$ cat src/sv/stt_pkg.sv
`timescale 1ns / 1ps
package stt_pkg;

    localparam int MAX_REC = 4;
    localparam int Q_DEPTH = 2;
    localparam logic [19:0] LINE_MAX = 20'hFFFFF;

    localparam logic [1:0] RT_TEXT  = 2'd0;
    localparam logic [1:0] RT_TOKEN = 2'd1;
    localparam logic [1:0] RT_ERROR = 2'd2;

    typedef struct packed {
        logic [1:0]  rec_type;
        logic [4:0]  kind;
        logic [7:0]  chr;
        logic [5:0]  len;
        logic        trunc;
        logic [19:0] line;
        logic        last;
    } t_rec;

    typedef struct packed {
        t_rec [MAX_REC-1:0] recs;
        logic [2:0]         n;
    } t_bundle;

endpackage

$ cat src/sv/stt_front.sv
`timescale 1ns / 1ps
module stt_front
    import stt_pkg::*;
#(
    parameter int MAX_TEXT = 63
) (
    input  logic         i_clk,
    input  logic         i_rst_n,
    input  logic         i_valid,
    input  logic         i_ready,
    input  logic [7:0]   i_char,
    input  logic         i_last,
    output logic         o_push,
    output t_bundle      o_bundle
);

    localparam int CW = $clog2(MAX_TEXT + 1);

    localparam logic [2:0] M_IDLE    = 3'd0;
    localparam logic [2:0] M_COMMENT = 3'd1;
    localparam logic [2:0] M_IDENT   = 3'd2;
    localparam logic [2:0] M_NUMBER  = 3'd3;
    localparam logic [2:0] M_STRING  = 3'd4;
    localparam logic [2:0] M_PENDOP  = 3'd5;
    localparam logic [2:0] M_HALTED  = 3'd6;

    localparam logic [4:0] K_END    = 5'd0;
    localparam logic [4:0] K_IDENT  = 5'd1;
    localparam logic [4:0] K_NUMBER = 5'd2;
    localparam logic [4:0] K_STRING = 5'd3;
    localparam logic [4:0] K_VAR    = 5'd4;
    localparam logic [4:0] K_FUNC   = 5'd5;
    localparam logic [4:0] K_IF     = 5'd6;
    localparam logic [4:0] K_ELIF   = 5'd7;
    localparam logic [4:0] K_ELSE   = 5'd8;
    localparam logic [4:0] K_OUT    = 5'd9;
    localparam logic [4:0] K_IN     = 5'd10;
    localparam logic [4:0] K_LPAREN = 5'd11;
    localparam logic [4:0] K_RPAREN = 5'd12;
    localparam logic [4:0] K_LBRACE = 5'd13;
    localparam logic [4:0] K_RBRACE = 5'd14;
    localparam logic [4:0] K_COMMA  = 5'd15;
    localparam logic [4:0] K_SEMI   = 5'd16;
    localparam logic [4:0] K_ASSIGN = 5'd17;
    localparam logic [4:0] K_PLUS   = 5'd18;
    localparam logic [4:0] K_MINUS  = 5'd19;
    localparam logic [4:0] K_STAR   = 5'd20;
    localparam logic [4:0] K_SLASH  = 5'd21;
    localparam logic [4:0] K_EQ     = 5'd22;
    localparam logic [4:0] K_NE     = 5'd23;
    localparam logic [4:0] K_GT     = 5'd24;
    localparam logic [4:0] K_LT     = 5'd25;
    localparam logic [4:0] K_GE     = 5'd26;
    localparam logic [4:0] K_LE     = 5'd27;
    localparam logic [4:0] K_NOT    = 5'd28;

    localparam logic [7:0] CH_TAB    = 8'h09;
    localparam logic [7:0] CH_CR     = 8'h0D;
    localparam logic [7:0] CH_LF     = 8'h0A;
    localparam logic [7:0] CH_SPACE  = 8'h20;
    localparam logic [7:0] CH_BANG   = 8'h21;
    localparam logic [7:0] CH_QUOTE  = 8'h22;
    localparam logic [7:0] CH_LPAREN = 8'h28;
    localparam logic [7:0] CH_RPAREN = 8'h29;
    localparam logic [7:0] CH_STAR   = 8'h2A;
    localparam logic [7:0] CH_PLUS   = 8'h2B;
    localparam logic [7:0] CH_COMMA  = 8'h2C;
    localparam logic [7:0] CH_MINUS  = 8'h2D;
    localparam logic [7:0] CH_SLASH  = 8'h2F;
    localparam logic [7:0] CH_0      = 8'h30;
    localparam logic [7:0] CH_9      = 8'h39;
    localparam logic [7:0] CH_COLON  = 8'h3A;
    localparam logic [7:0] CH_SEMI   = 8'h3B;
    localparam logic [7:0] CH_LT     = 8'h3C;
    localparam logic [7:0] CH_EQ     = 8'h3D;
    localparam logic [7:0] CH_GT     = 8'h3E;
    localparam logic [7:0] CH_UA     = 8'h41;
    localparam logic [7:0] CH_UZ     = 8'h5A;
    localparam logic [7:0] CH_UNDER  = 8'h5F;
    localparam logic [7:0] CH_LA     = 8'h61;
    localparam logic [7:0] CH_LZ     = 8'h7A;
    localparam logic [7:0] CH_LBRACE = 8'h7B;
    localparam logic [7:0] CH_RBRACE = 8'h7D;

    localparam logic [1:0] OP_EQ = 2'd0;
    localparam logic [1:0] OP_NE = 2'd1;
    localparam logic [1:0] OP_GT = 2'd2;
    localparam logic [1:0] OP_LT = 2'd3;

    localparam logic [39:0] KW_VAR  = 40'h0000766172;
    localparam logic [39:0] KW_FUNC = 40'h0066756E63;
    localparam logic [39:0] KW_IF   = 40'h0000006966;
    localparam logic [39:0] KW_ELIF = 40'h00656C6966;
    localparam logic [39:0] KW_ELSE = 40'h00656C7365;
    localparam logic [39:0] KW_OUT  = 40'h00006F7574;
    localparam logic [39:0] KW_IN   = 40'h000000696E;

    logic [2:0]    r_mode, n_mode;
    logic [1:0]    r_pend, n_pend;
    logic [CW-1:0] r_cnt, n_cnt;
    logic [39:0]   r_pre, n_pre;
    logic [19:0]   r_line, n_line;
    logic          r_ovf, n_ovf;

    t_rec [MAX_REC-1:0] recs;
    logic [2:0]    nrec;

    function automatic logic [4:0] kw_kind(input logic [39:0] pre, input logic [CW-1:0] cnt,
                                           input logic ovf);
        logic [4:0] k;
        k = K_IDENT;
        if (!ovf) begin
            if (cnt == CW'(3) && pre == KW_VAR) k = K_VAR;
            else if (cnt == CW'(4) && pre == KW_FUNC) k = K_FUNC;
            else if (cnt == CW'(2) && pre == KW_IF) k = K_IF;
            else if (cnt == CW'(4) && pre == KW_ELIF) k = K_ELIF;
            else if (cnt == CW'(4) && pre == KW_ELSE) k = K_ELSE;
            else if (cnt == CW'(3) && pre == KW_OUT) k = K_OUT;
            else if (cnt == CW'(2) && pre == KW_IN) k = K_IN;
        end
        return k;
    endfunction

    function automatic logic [4:0] op_single(input logic [1:0] op);
        logic [4:0] k;
        case (op)
            OP_EQ:   k = K_ASSIGN;
            OP_NE:   k = K_NOT;
            OP_GT:   k = K_GT;
            default: k = K_LT;
        endcase
        return k;
    endfunction

    function automatic logic [4:0] op_double(input logic [1:0] op);
        logic [4:0] k;
        case (op)
            OP_EQ:   k = K_EQ;
            OP_NE:   k = K_NE;
            OP_GT:   k = K_GE;
            default: k = K_LE;
        endcase
        return k;
    endfunction

    function automatic t_rec mk(input logic [1:0] rt, input logic [4:0] kind,
                                input logic [7:0] chr, input logic [5:0] len,
                                input logic trunc, input logic [19:0] line);
        t_rec r;
        r.rec_type = rt;
        r.kind     = kind;
        r.chr      = chr;
        r.len      = len;
        r.trunc    = trunc;
        r.line     = line;
        r.last     = 1'b0;
        return r;
    endfunction

    function automatic logic [19:0] line_inc(input logic [19:0] l);
        return (l < LINE_MAX) ? l + 20'd1 : l;
    endfunction

    always_comb begin
        logic       go_idle;
        logic       do_app;
        logic [4:0] cls;
        logic [7:0] c;
        logic       is_dig;
        logic       is_alp;
        logic       is_sp;
        c       = i_char;
        is_dig  = (c >= CH_0) && (c <= CH_9);
        is_alp  = ((c >= CH_LA) && (c <= CH_LZ)) || ((c >= CH_UA) && (c <= CH_UZ));
        is_sp   = (c == CH_SPACE) || ((c >= CH_TAB) && (c <= CH_CR));
        n_mode  = r_mode;
        n_pend  = r_pend;
        n_cnt   = r_cnt;
        n_pre   = r_pre;
        n_ovf   = r_ovf;
        n_line  = r_line;
        nrec    = 3'd0;
        recs    = '0;
        go_idle = 1'b0;
        do_app  = 1'b0;
        cls     = K_IDENT;

        case (r_mode)
            M_HALTED: begin
            end
            M_COMMENT: begin
                if (c == CH_LF) begin
                    n_mode = M_IDLE;
                    n_line = line_inc(n_line);
                end
            end
            M_STRING: begin
                if (c == CH_QUOTE) begin
                    recs[nrec[1:0]] = mk(RT_TOKEN, K_STRING, 8'd0, 6'(n_cnt), n_ovf, n_line);
                    nrec   = nrec + 3'd1;
                    n_mode = M_IDLE;
                    n_cnt  = '0;
                    n_pre  = '0;
                    n_ovf  = 1'b0;
                end else begin
                    do_app = 1'b1;
                    cls    = K_STRING;
                end
            end
            M_PENDOP: begin
                n_mode = M_IDLE;
                if (c == CH_EQ) begin
                    recs[nrec[1:0]] = mk(RT_TOKEN, op_double(r_pend), 8'd0, 6'd0, 1'b0, n_line);
                    nrec = nrec + 3'd1;
                end else begin
                    recs[nrec[1:0]] = mk(RT_TOKEN, op_single(r_pend), 8'd0, 6'd0, 1'b0, n_line);
                    nrec    = nrec + 3'd1;
                    go_idle = 1'b1;
                end
            end
            M_IDENT: begin
                if (is_alp || is_dig || c == CH_UNDER) begin
                    do_app = 1'b1;
                    cls    = K_IDENT;
                end else begin
                    recs[nrec[1:0]] = mk(RT_TOKEN, kw_kind(r_pre, r_cnt, r_ovf), 8'd0,
                                         6'(r_cnt), r_ovf, n_line);
                    nrec    = nrec + 3'd1;
                    go_idle = 1'b1;
                end
            end
            M_NUMBER: begin
                if (is_dig) begin
                    do_app = 1'b1;
                    cls    = K_NUMBER;
                end else begin
                    recs[nrec[1:0]] = mk(RT_TOKEN, K_NUMBER, 8'd0, 6'(r_cnt), r_ovf, n_line);
                    nrec    = nrec + 3'd1;
                    go_idle = 1'b1;
                end
            end
            default: begin
                go_idle = 1'b1;
            end
        endcase

        if (go_idle) begin
            n_mode = M_IDLE;
            n_cnt  = '0;
            n_pre  = '0;
            n_ovf  = 1'b0;
            case (c)
                CH_EQ:    begin n_pend = OP_EQ; n_mode = M_PENDOP; end
                CH_BANG:  begin n_pend = OP_NE; n_mode = M_PENDOP; end
                CH_GT:    begin n_pend = OP_GT; n_mode = M_PENDOP; end
                CH_LT:    begin n_pend = OP_LT; n_mode = M_PENDOP; end
                CH_COLON: n_mode = M_COMMENT;
                CH_QUOTE: n_mode = M_STRING;
                CH_LPAREN, CH_RPAREN, CH_LBRACE, CH_RBRACE, CH_COMMA, CH_SEMI,
                CH_PLUS, CH_MINUS, CH_STAR, CH_SLASH: begin
                    case (c)
                        CH_LPAREN: recs[nrec[1:0]] = mk(RT_TOKEN, K_LPAREN, 8'd0, 6'd0, 1'b0, n_line);
                        CH_RPAREN: recs[nrec[1:0]] = mk(RT_TOKEN, K_RPAREN, 8'd0, 6'd0, 1'b0, n_line);
                        CH_LBRACE: recs[nrec[1:0]] = mk(RT_TOKEN, K_LBRACE, 8'd0, 6'd0, 1'b0, n_line);
                        CH_RBRACE: recs[nrec[1:0]] = mk(RT_TOKEN, K_RBRACE, 8'd0, 6'd0, 1'b0, n_line);
                        CH_COMMA:  recs[nrec[1:0]] = mk(RT_TOKEN, K_COMMA, 8'd0, 6'd0, 1'b0, n_line);
                        CH_SEMI:   recs[nrec[1:0]] = mk(RT_TOKEN, K_SEMI, 8'd0, 6'd0, 1'b0, n_line);
                        CH_PLUS:   recs[nrec[1:0]] = mk(RT_TOKEN, K_PLUS, 8'd0, 6'd0, 1'b0, n_line);
                        CH_MINUS:  recs[nrec[1:0]] = mk(RT_TOKEN, K_MINUS, 8'd0, 6'd0, 1'b0, n_line);
                        CH_STAR:   recs[nrec[1:0]] = mk(RT_TOKEN, K_STAR, 8'd0, 6'd0, 1'b0, n_line);
                        default:   recs[nrec[1:0]] = mk(RT_TOKEN, K_SLASH, 8'd0, 6'd0, 1'b0, n_line);
                    endcase
                    nrec = nrec + 3'd1;
                end
                default: begin
                    if (is_sp) begin
                        if (c == CH_LF) n_line = line_inc(n_line);
                    end else if (is_dig) begin
                        n_mode = M_NUMBER;
                        do_app = 1'b1;
                        cls    = K_NUMBER;
                    end else if (is_alp) begin
                        n_mode = M_IDENT;
                        do_app = 1'b1;
                        cls    = K_IDENT;
                    end else begin
                        recs[nrec[1:0]] = mk(RT_ERROR, K_END, c, 6'd0, 1'b0, n_line);
                        nrec   = nrec + 3'd1;
                        n_mode = M_HALTED;
                    end
                end
            endcase
        end

        if (do_app) begin
            if (n_cnt < CW'(MAX_TEXT)) begin
                if (n_cnt < CW'(5)) n_pre = {n_pre[31:0], c};
                n_cnt = n_cnt + CW'(1);
                recs[nrec[1:0]] = mk(RT_TEXT, cls, c, 6'(n_cnt), 1'b0, n_line);
                nrec = nrec + 3'd1;
            end else begin
                n_ovf = 1'b1;
            end
        end

        if (i_last) begin
            if (n_mode != M_HALTED) begin
                case (n_mode)
                    M_PENDOP: begin
                        recs[nrec[1:0]] = mk(RT_TOKEN, op_single(n_pend), 8'd0, 6'd0, 1'b0,
                                             n_line);
                        nrec = nrec + 3'd1;
                    end
                    M_IDENT: begin
                        recs[nrec[1:0]] = mk(RT_TOKEN, kw_kind(n_pre, n_cnt, n_ovf), 8'd0,
                                             6'(n_cnt), n_ovf, n_line);
                        nrec = nrec + 3'd1;
                    end
                    M_NUMBER: begin
                        recs[nrec[1:0]] = mk(RT_TOKEN, K_NUMBER, 8'd0, 6'(n_cnt), n_ovf, n_line);
                        nrec = nrec + 3'd1;
                    end
                    M_STRING: begin
                        recs[nrec[1:0]] = mk(RT_TOKEN, K_STRING, 8'd0, 6'(n_cnt), n_ovf, n_line);
                        nrec = nrec + 3'd1;
                    end
                    default: begin
                    end
                endcase
                recs[nrec[1:0]] = mk(RT_TOKEN, K_END, 8'd0, 6'd0, 1'b0, n_line);
                nrec = nrec + 3'd1;
            end
            n_mode = M_IDLE;
            n_pend = OP_EQ;
            n_cnt  = '0;
            n_pre  = '0;
            n_ovf  = 1'b0;
            n_line = 20'd1;
        end

        if (nrec != 3'd0) recs[2'(nrec - 3'd1)].last = 1'b1;
    end

    assign o_bundle.recs = recs;
    assign o_bundle.n    = nrec;
    assign o_push        = i_valid && i_ready && (nrec != 3'd0);

    always_ff @(posedge i_clk) begin
        if (!i_rst_n) begin
            r_mode <= M_IDLE;
            r_pend <= OP_EQ;
            r_cnt  <= '0;
            r_pre  <= '0;
            r_line <= 20'd1;
            r_ovf  <= 1'b0;
        end else if (i_valid && i_ready) begin
            r_mode <= n_mode;
            r_pend <= n_pend;
            r_cnt  <= n_cnt;
            r_pre  <= n_pre;
            r_line <= n_line;
            r_ovf  <= n_ovf;
        end
    end

endmodule

$ cat src/sv/stt_queue.sv
`timescale 1ns / 1ps
module stt_queue
    import stt_pkg::*;
(
    input  logic    i_clk,
    input  logic    i_rst_n,
    input  logic    i_push,
    input  t_bundle i_data,
    input  logic    i_pop,
    output logic    o_space,
    output logic    o_avail,
    output t_bundle o_head
);

    localparam int AW = $clog2(Q_DEPTH);

    t_bundle r_mem [Q_DEPTH];
    logic [AW-1:0] r_wr, r_rd;
    logic [AW:0]   r_cnt;

    assign o_space = (r_cnt != (AW+1)'(Q_DEPTH));
    assign o_avail = (r_cnt != '0);
    assign o_head  = r_mem[r_rd];

    always_ff @(posedge i_clk) begin
        if (i_push) r_mem[r_wr] <= i_data;
    end

    always_ff @(posedge i_clk) begin
        if (!i_rst_n) begin
            r_wr  <= '0;
            r_rd  <= '0;
            r_cnt <= '0;
        end else begin
            if (i_push) r_wr <= (r_wr == AW'(Q_DEPTH - 1)) ? '0 : r_wr + AW'(1);
            if (i_pop)  r_rd <= (r_rd == AW'(Q_DEPTH - 1)) ? '0 : r_rd + AW'(1);
            if (i_push && !i_pop) r_cnt <= r_cnt + (AW+1)'(1);
            else if (!i_push && i_pop) r_cnt <= r_cnt - (AW+1)'(1);
        end
    end

endmodule

$ cat src/sv/stt_back.sv
`timescale 1ns / 1ps
module stt_back
    import stt_pkg::*;
(
    input  logic        i_clk,
    input  logic        i_rst_n,
    input  logic        i_avail,
    input  t_bundle     i_head,
    output logic        o_pop,
    output logic        o_valid,
    input  logic        i_ready,
    output t_rec        o_rec
);

    logic [1:0] r_idx;
    logic       r_valid;
    t_rec       r_rec;
    logic       load;
    logic       at_end;

    assign load    = i_avail && (!r_valid || i_ready);
    assign at_end  = ({1'b0, r_idx} == (i_head.n - 3'd1));
    assign o_pop   = load && at_end;
    assign o_valid = r_valid;
    assign o_rec   = r_rec;

    always_ff @(posedge i_clk) begin
        if (load) r_rec <= i_head.recs[r_idx];
    end

    always_ff @(posedge i_clk) begin
        if (!i_rst_n) begin
            r_idx   <= 2'd0;
            r_valid <= 1'b0;
        end else begin
            if (load) begin
                r_valid <= 1'b1;
                r_idx   <= at_end ? 2'd0 : r_idx + 2'd1;
            end else if (i_ready) begin
                r_valid <= 1'b0;
            end
        end
    end

endmodule

$ cat src/sv/source_text_tokenizer.sv
`timescale 1ns / 1ps
// The first record of a byte is scanned combinationally into the queue when the byte
// is taken, then goes from the queue into the output register on the master side.
// Throughput: one byte per cycle while each byte gives at most one record and the
// master side is ready; a byte with more records holds the output side as they leave
// the one-record-per-cycle output register. A two-entry queue lets bytes arrive meanwhile.
// Reset: synchronous, active low; clears scan state, sets line to 1, empties the queue.
module source_text_tokenizer
    import stt_pkg::*;
#(
    parameter int MAX_TEXT = 63
) (
    input  logic        i_clk,
    input  logic        i_rst_n,
    input  logic        s_axis_tvalid,
    output logic        s_axis_tready,
    input  logic [7:0]  s_axis_tdata,   // [7:0] source_char
    input  logic        s_axis_tlast,
    output logic        m_axis_tvalid,
    input  logic        m_axis_tready,
    output logic [39:0] m_axis_tdata,   // [4:0] token_kind, [12:5] text_char,
                                        // [18:13] text_length, [19] text_truncated,
                                        // [39:20] line_number
    output logic [1:0]  m_axis_tuser,   // [1:0] record_type
    output logic        m_axis_tlast
);

    logic    space, push, avail, pop;
    t_bundle bundle, head;
    t_rec    rec;

    assign s_axis_tready = space;

    stt_front #(
        .MAX_TEXT (MAX_TEXT)
    ) u_front (
        .i_clk    (i_clk),
        .i_rst_n  (i_rst_n),
        .i_valid  (s_axis_tvalid),
        .i_ready  (space),
        .i_char   (s_axis_tdata),
        .i_last   (s_axis_tlast),
        .o_push   (push),
        .o_bundle (bundle)
    );

    stt_queue u_queue (
        .i_clk   (i_clk),
        .i_rst_n (i_rst_n),
        .i_push  (push),
        .i_data  (bundle),
        .i_pop   (pop),
        .o_space (space),
        .o_avail (avail),
        .o_head  (head)
    );

    stt_back u_back (
        .i_clk   (i_clk),
        .i_rst_n (i_rst_n),
        .i_avail (avail),
        .i_head  (head),
        .o_pop   (pop),
        .o_valid (m_axis_tvalid),
        .i_ready (m_axis_tready),
        .o_rec   (rec)
    );

    assign m_axis_tdata = {rec.line, rec.trunc, rec.len, rec.chr, rec.kind};
    assign m_axis_tuser = rec.rec_type;
    assign m_axis_tlast = rec.last;

endmodule

$ cat config.mk
export PLATFORM = sky130hd
export DESIGN_NAME = source_text_tokenizer
export DESIGN_NICKNAME = d
export VERILOG_FILES = /design/src/sv/stt_pkg.sv /design/src/sv/stt_front.sv /design/src/sv/stt_queue.sv /design/src/sv/stt_back.sv /design/src/sv/source_text_tokenizer.sv
export SDC_FILE = /design/constraint.sdc
export NUM_CORES = 1
export LEC_CHECK = 0
export BUFFER_PORTS_ARGS = -buffer_cell sky130_fd_sc_hd__buf_2
export CAP_MARGIN = 0
export CELL_PAD_IN_SITES_DETAIL_PLACEMENT = 0
export CELL_PAD_IN_SITES_GLOBAL_PLACEMENT = 1
export CORE_MARGIN = 5
export CORE_UTILIZATION = 45
export DETAILED_ROUTE_END_ITERATION = 8
export GPL_ROUTABILITY_DRIVEN = 0
export PLACE_DENSITY = 0.69
export SLEW_MARGIN = 30
export SYNTH_ARGS = -nofsm -noshare
export SYNTH_HDL_FRONTEND = slang
export SYNTH_SLANG_ARGS = --single-unit
$ cat constraint.sdc
create_clock -name i_clk -period 19.6 [get_ports i_clk]
set_input_delay 3.92 -clock i_clk [delete_from_list [all_inputs] [get_ports i_clk]]
set_output_delay 3.92 -clock i_clk [all_outputs]
set_load 0.05 [all_outputs]
==> impl_metrics.json <==
{
  "worstPathRequired_ns": 19.81,
  "cp_slowest_cell": "buf_4",
  "port_buffers": 57,
  "hp-class": "register to register",
  "path_clk_slew_ns": 0.06,
  "synth_most_common_cell": "edfxtp_1",
  "dieArea_um2": 57300,
  "syn_area_per_cell_um2": 12.0,
  "irDropWorstVdd_mv": 0.110,
  "r2r_cells": 22,
  "synthCells": 1966,
  "wl_mm": 65.1,
  "root_buffer": "clkbuf_16",
  "coreArea_um2": 52300,
  "finalWorstSetupSlack_ns": 8.27,
  "place_ws_ns": 7.39,
  "drive_above_1_share_pct": 16.7,
  "p_leak_nw": 8.50,
  "max_freq_ghz": 0.0883,
  "cts_setup_buffers": 0,
  "clkLatencyLatePin_ns": 0.60,
  "synth_area_um2": 23700,
  "initial_utilization_pct": 45.2,
  "fin_setup_tns_ns": 0,
  "period_share_pct": 57.8,
  "placed_cells": 2609,
  "cts_tree": "done",
  "nFillCells": 4610,
  "rsz0062_at_grt": "false",
  "nNetsFinal": 2014,
  "cts_resized": 0,
  "regArea_um2": 13300,
  "power_density_nw_per_um2": 134,
  "setup_viol": 0,
  "synth_edf_count": 389,
  "wire_per_inst_um": 24.1,
  "ios": 58,
  "dp_hpwl_mm": 44.5,
  "cts.sinks": 469,
  "hold_depth": 2,
  "async_flop_share_pct": 0,
  "multiInputGateArea_um2": 9810,
  "period_needed_ns": 11.33,
  "skew_ns": 0.0214,
  "antenna_found_initial": 1,
  "max_cap_violations": 0,
  "maxSlewHeadroom_pct": 35.6,
  "worst_setup_path_end_kind": "register",
  "synth_area_leaders": "edfxtp_1 (49%), mux4_2 (8.1%), dfxtp_1 (6.8%)",
  "arrival_ns": 11.54,
  "outcome": "finished, final reports clean",
  "synth.distinct_cells": 99,
  "cts_max_path_buffers": 3,
  "grt_start_max_net_pins": 81,
  "postRouteAntennaNets": 0,
  "crit_chain": "buf_2, nor2b_1, nand4_1, a21o_1, nor3_2, buf_4, nand2_1, inv_1, ha_1, nand3_1, o21ai_0, xnor2_1, ha_1, a21o_1, ha_1, inv_1, and3_1, o21a_1, xnor2_1, o31a_1, and2_4, buf_6, buf_4",
  "vias_per_cell": 6.19,
  "synth_area_leader_cell": "edfxtp_1",
  "die_y_um": 239,
  "gr-total-overflow": 0,
  "seq_area_frac_synth_pct": 56.1,
  "crit_path_max_fanout": 77,
  "grt_pass1_wl_mm": 100,
  "track_usage_pct": 22.5,
  "grt_pass1_vias": 16100,
  "syn-num-nets": 2006,
  "drv_slew": 0,
  "post-route-drc-count": 0,
  "vias": 16700,
  "dieWidth_um": 239,
  "yosys_warnings": 0,
  "synth_top_area_share_pct": 49.4,
  "fin_cells": 2701,
  "criticalPathCategory": "primary input to register",
  "ys.flop_type": "edfxtp_1",
  "worstMarginPinSlew_ns": 0.964,
  "synth.cells.most_frequent": "edfxtp_1 (389), nor2_1 (198), nand2_1 (150), clkbuf_1 (93), a21oi_1 (90)",
  "critPathLaunchType": "primary input",
  "critPathMostFrequentCell": "ha_1",
  "cpPeakStageDelay_ns": 0.77,
  "rows": 84,
  "synth_seq_cells": 469,
  "finalHoldViolCount": 0,
  "first_pass_iters": 5,
  "cts.htree.levels": 2,
  "numCtsBuffers": 49,
  "holdBufCountCts": 0,
  "syn_to_final_growth_pct": 10.2,
  "drtIter0Drc": 1863
}
worst max-delay path: cells and delay by family:
kind	cells	cell delay, ns
AO/OA/AOI/OAI	5	1.59
XOR/XNOR	2	0.61
adder cells (fa/ha/maj)	3	0.86
buffers and inverters	6	2.39
AND/OR/NAND/NOR	7	2.04
state kept, by name, summed over array words and instances, names as in the netlist, named ones only:
register        count
u_back.o_rec       43
u_queue.r_rd        1
u_queue.r_cnt       2
u_back.o_valid      1
u_front.r_mode      3
u_front.r_ovf       1
u_front.r_pend      2
u_front.r_line     20
u_queue.r_wr        1
u_queue.r_mem     346
u_front.r_pre      40
u_back.r_idx        2
u_front.r_cnt       6
cell usage in the layout (no fill, tap or decap), types with 49 or more instances in the layout:
cell type    n
mux4_2      85
edfxtp_1   389
clkbuf_16   49
a21oi_1     88
dfxtp_1     77
nand2_1    150
buf_2       58
nand3_1     69
nor2_1     197
o21ai_0     80
cell type report:
class | count | share of cell area [%]
Timing Repair Buffer | 82 | 1.91
Multi-Input combinational cell | 1340 | 37.6
Antenna cell | 1 | 0.00959
Sequential cell | 469 | 50.9
Inverter | 32 | 0.460
Clock buffer | 54 | 4.77
Tap cell | 688 | 3.30
Clock inverter | 35 | 1.01
per-layer routing:
layer  vias up  wire, µm  track usage, %
met5         -         0               0
met1      8357     29800            34.5
met3       119      5280            4.65
met2       666     28300            32.8
met4         0      1810            6.10
li1       7584         -               -
where the power goes:
part / total [mW] / leakage (nW) / internal [mW] / switching [mW]
registers: 1.50 / 4.34 / 1.42 / 0.0782
logic: 1.11 / 3.43 / 0.383 / 0.725
clock network: 0.883 / 0.732 / 0.488 / 0.395
total: 3.49 / 8.50 / 2.29 / 1.20
final timing paths:
path                      from               endpoint  slack (ns)
max            s_axis_tdata[2]  u_queue.r_mem[1][158]        8.27
min               u_queue.r_rd               register        0.50
min reg2reg       u_queue.r_rd               register        0.50
max reg2reg  u_front.r_mode[0]  u_queue.r_mem[1][158]       11.39
cell families after synthesis:
| kind of cell | share of synthesized area (%) |
|---|---|
| and+or+nand+nor | 15.1 |
| DFF | 56.1 |
| AOI/OAI and AO/OA | 11.6 |
| buffers and inverters | 2.70 |
| muxes | 10.8 |
| xor gates and xnor gates | 2.38 |
| adders and majority gates | 1.43 |
stage by stage:
step           power, mW  util (%)  hold WS, ns  area (µm²)
2_1_floorplan       2.35         -        0.459       23700
6_report            3.49      49.8        0.503       26100
5_1_grt             3.65      49.8        0.546       26100
3_3_place_gp        2.60      46.9        0.494       24500
4_1_cts             3.52      49.8        0.509       26100
3_5_place_dp        2.62      46.9        0.491       24500
Note: power is estimated with default switching activity, not from simulation.
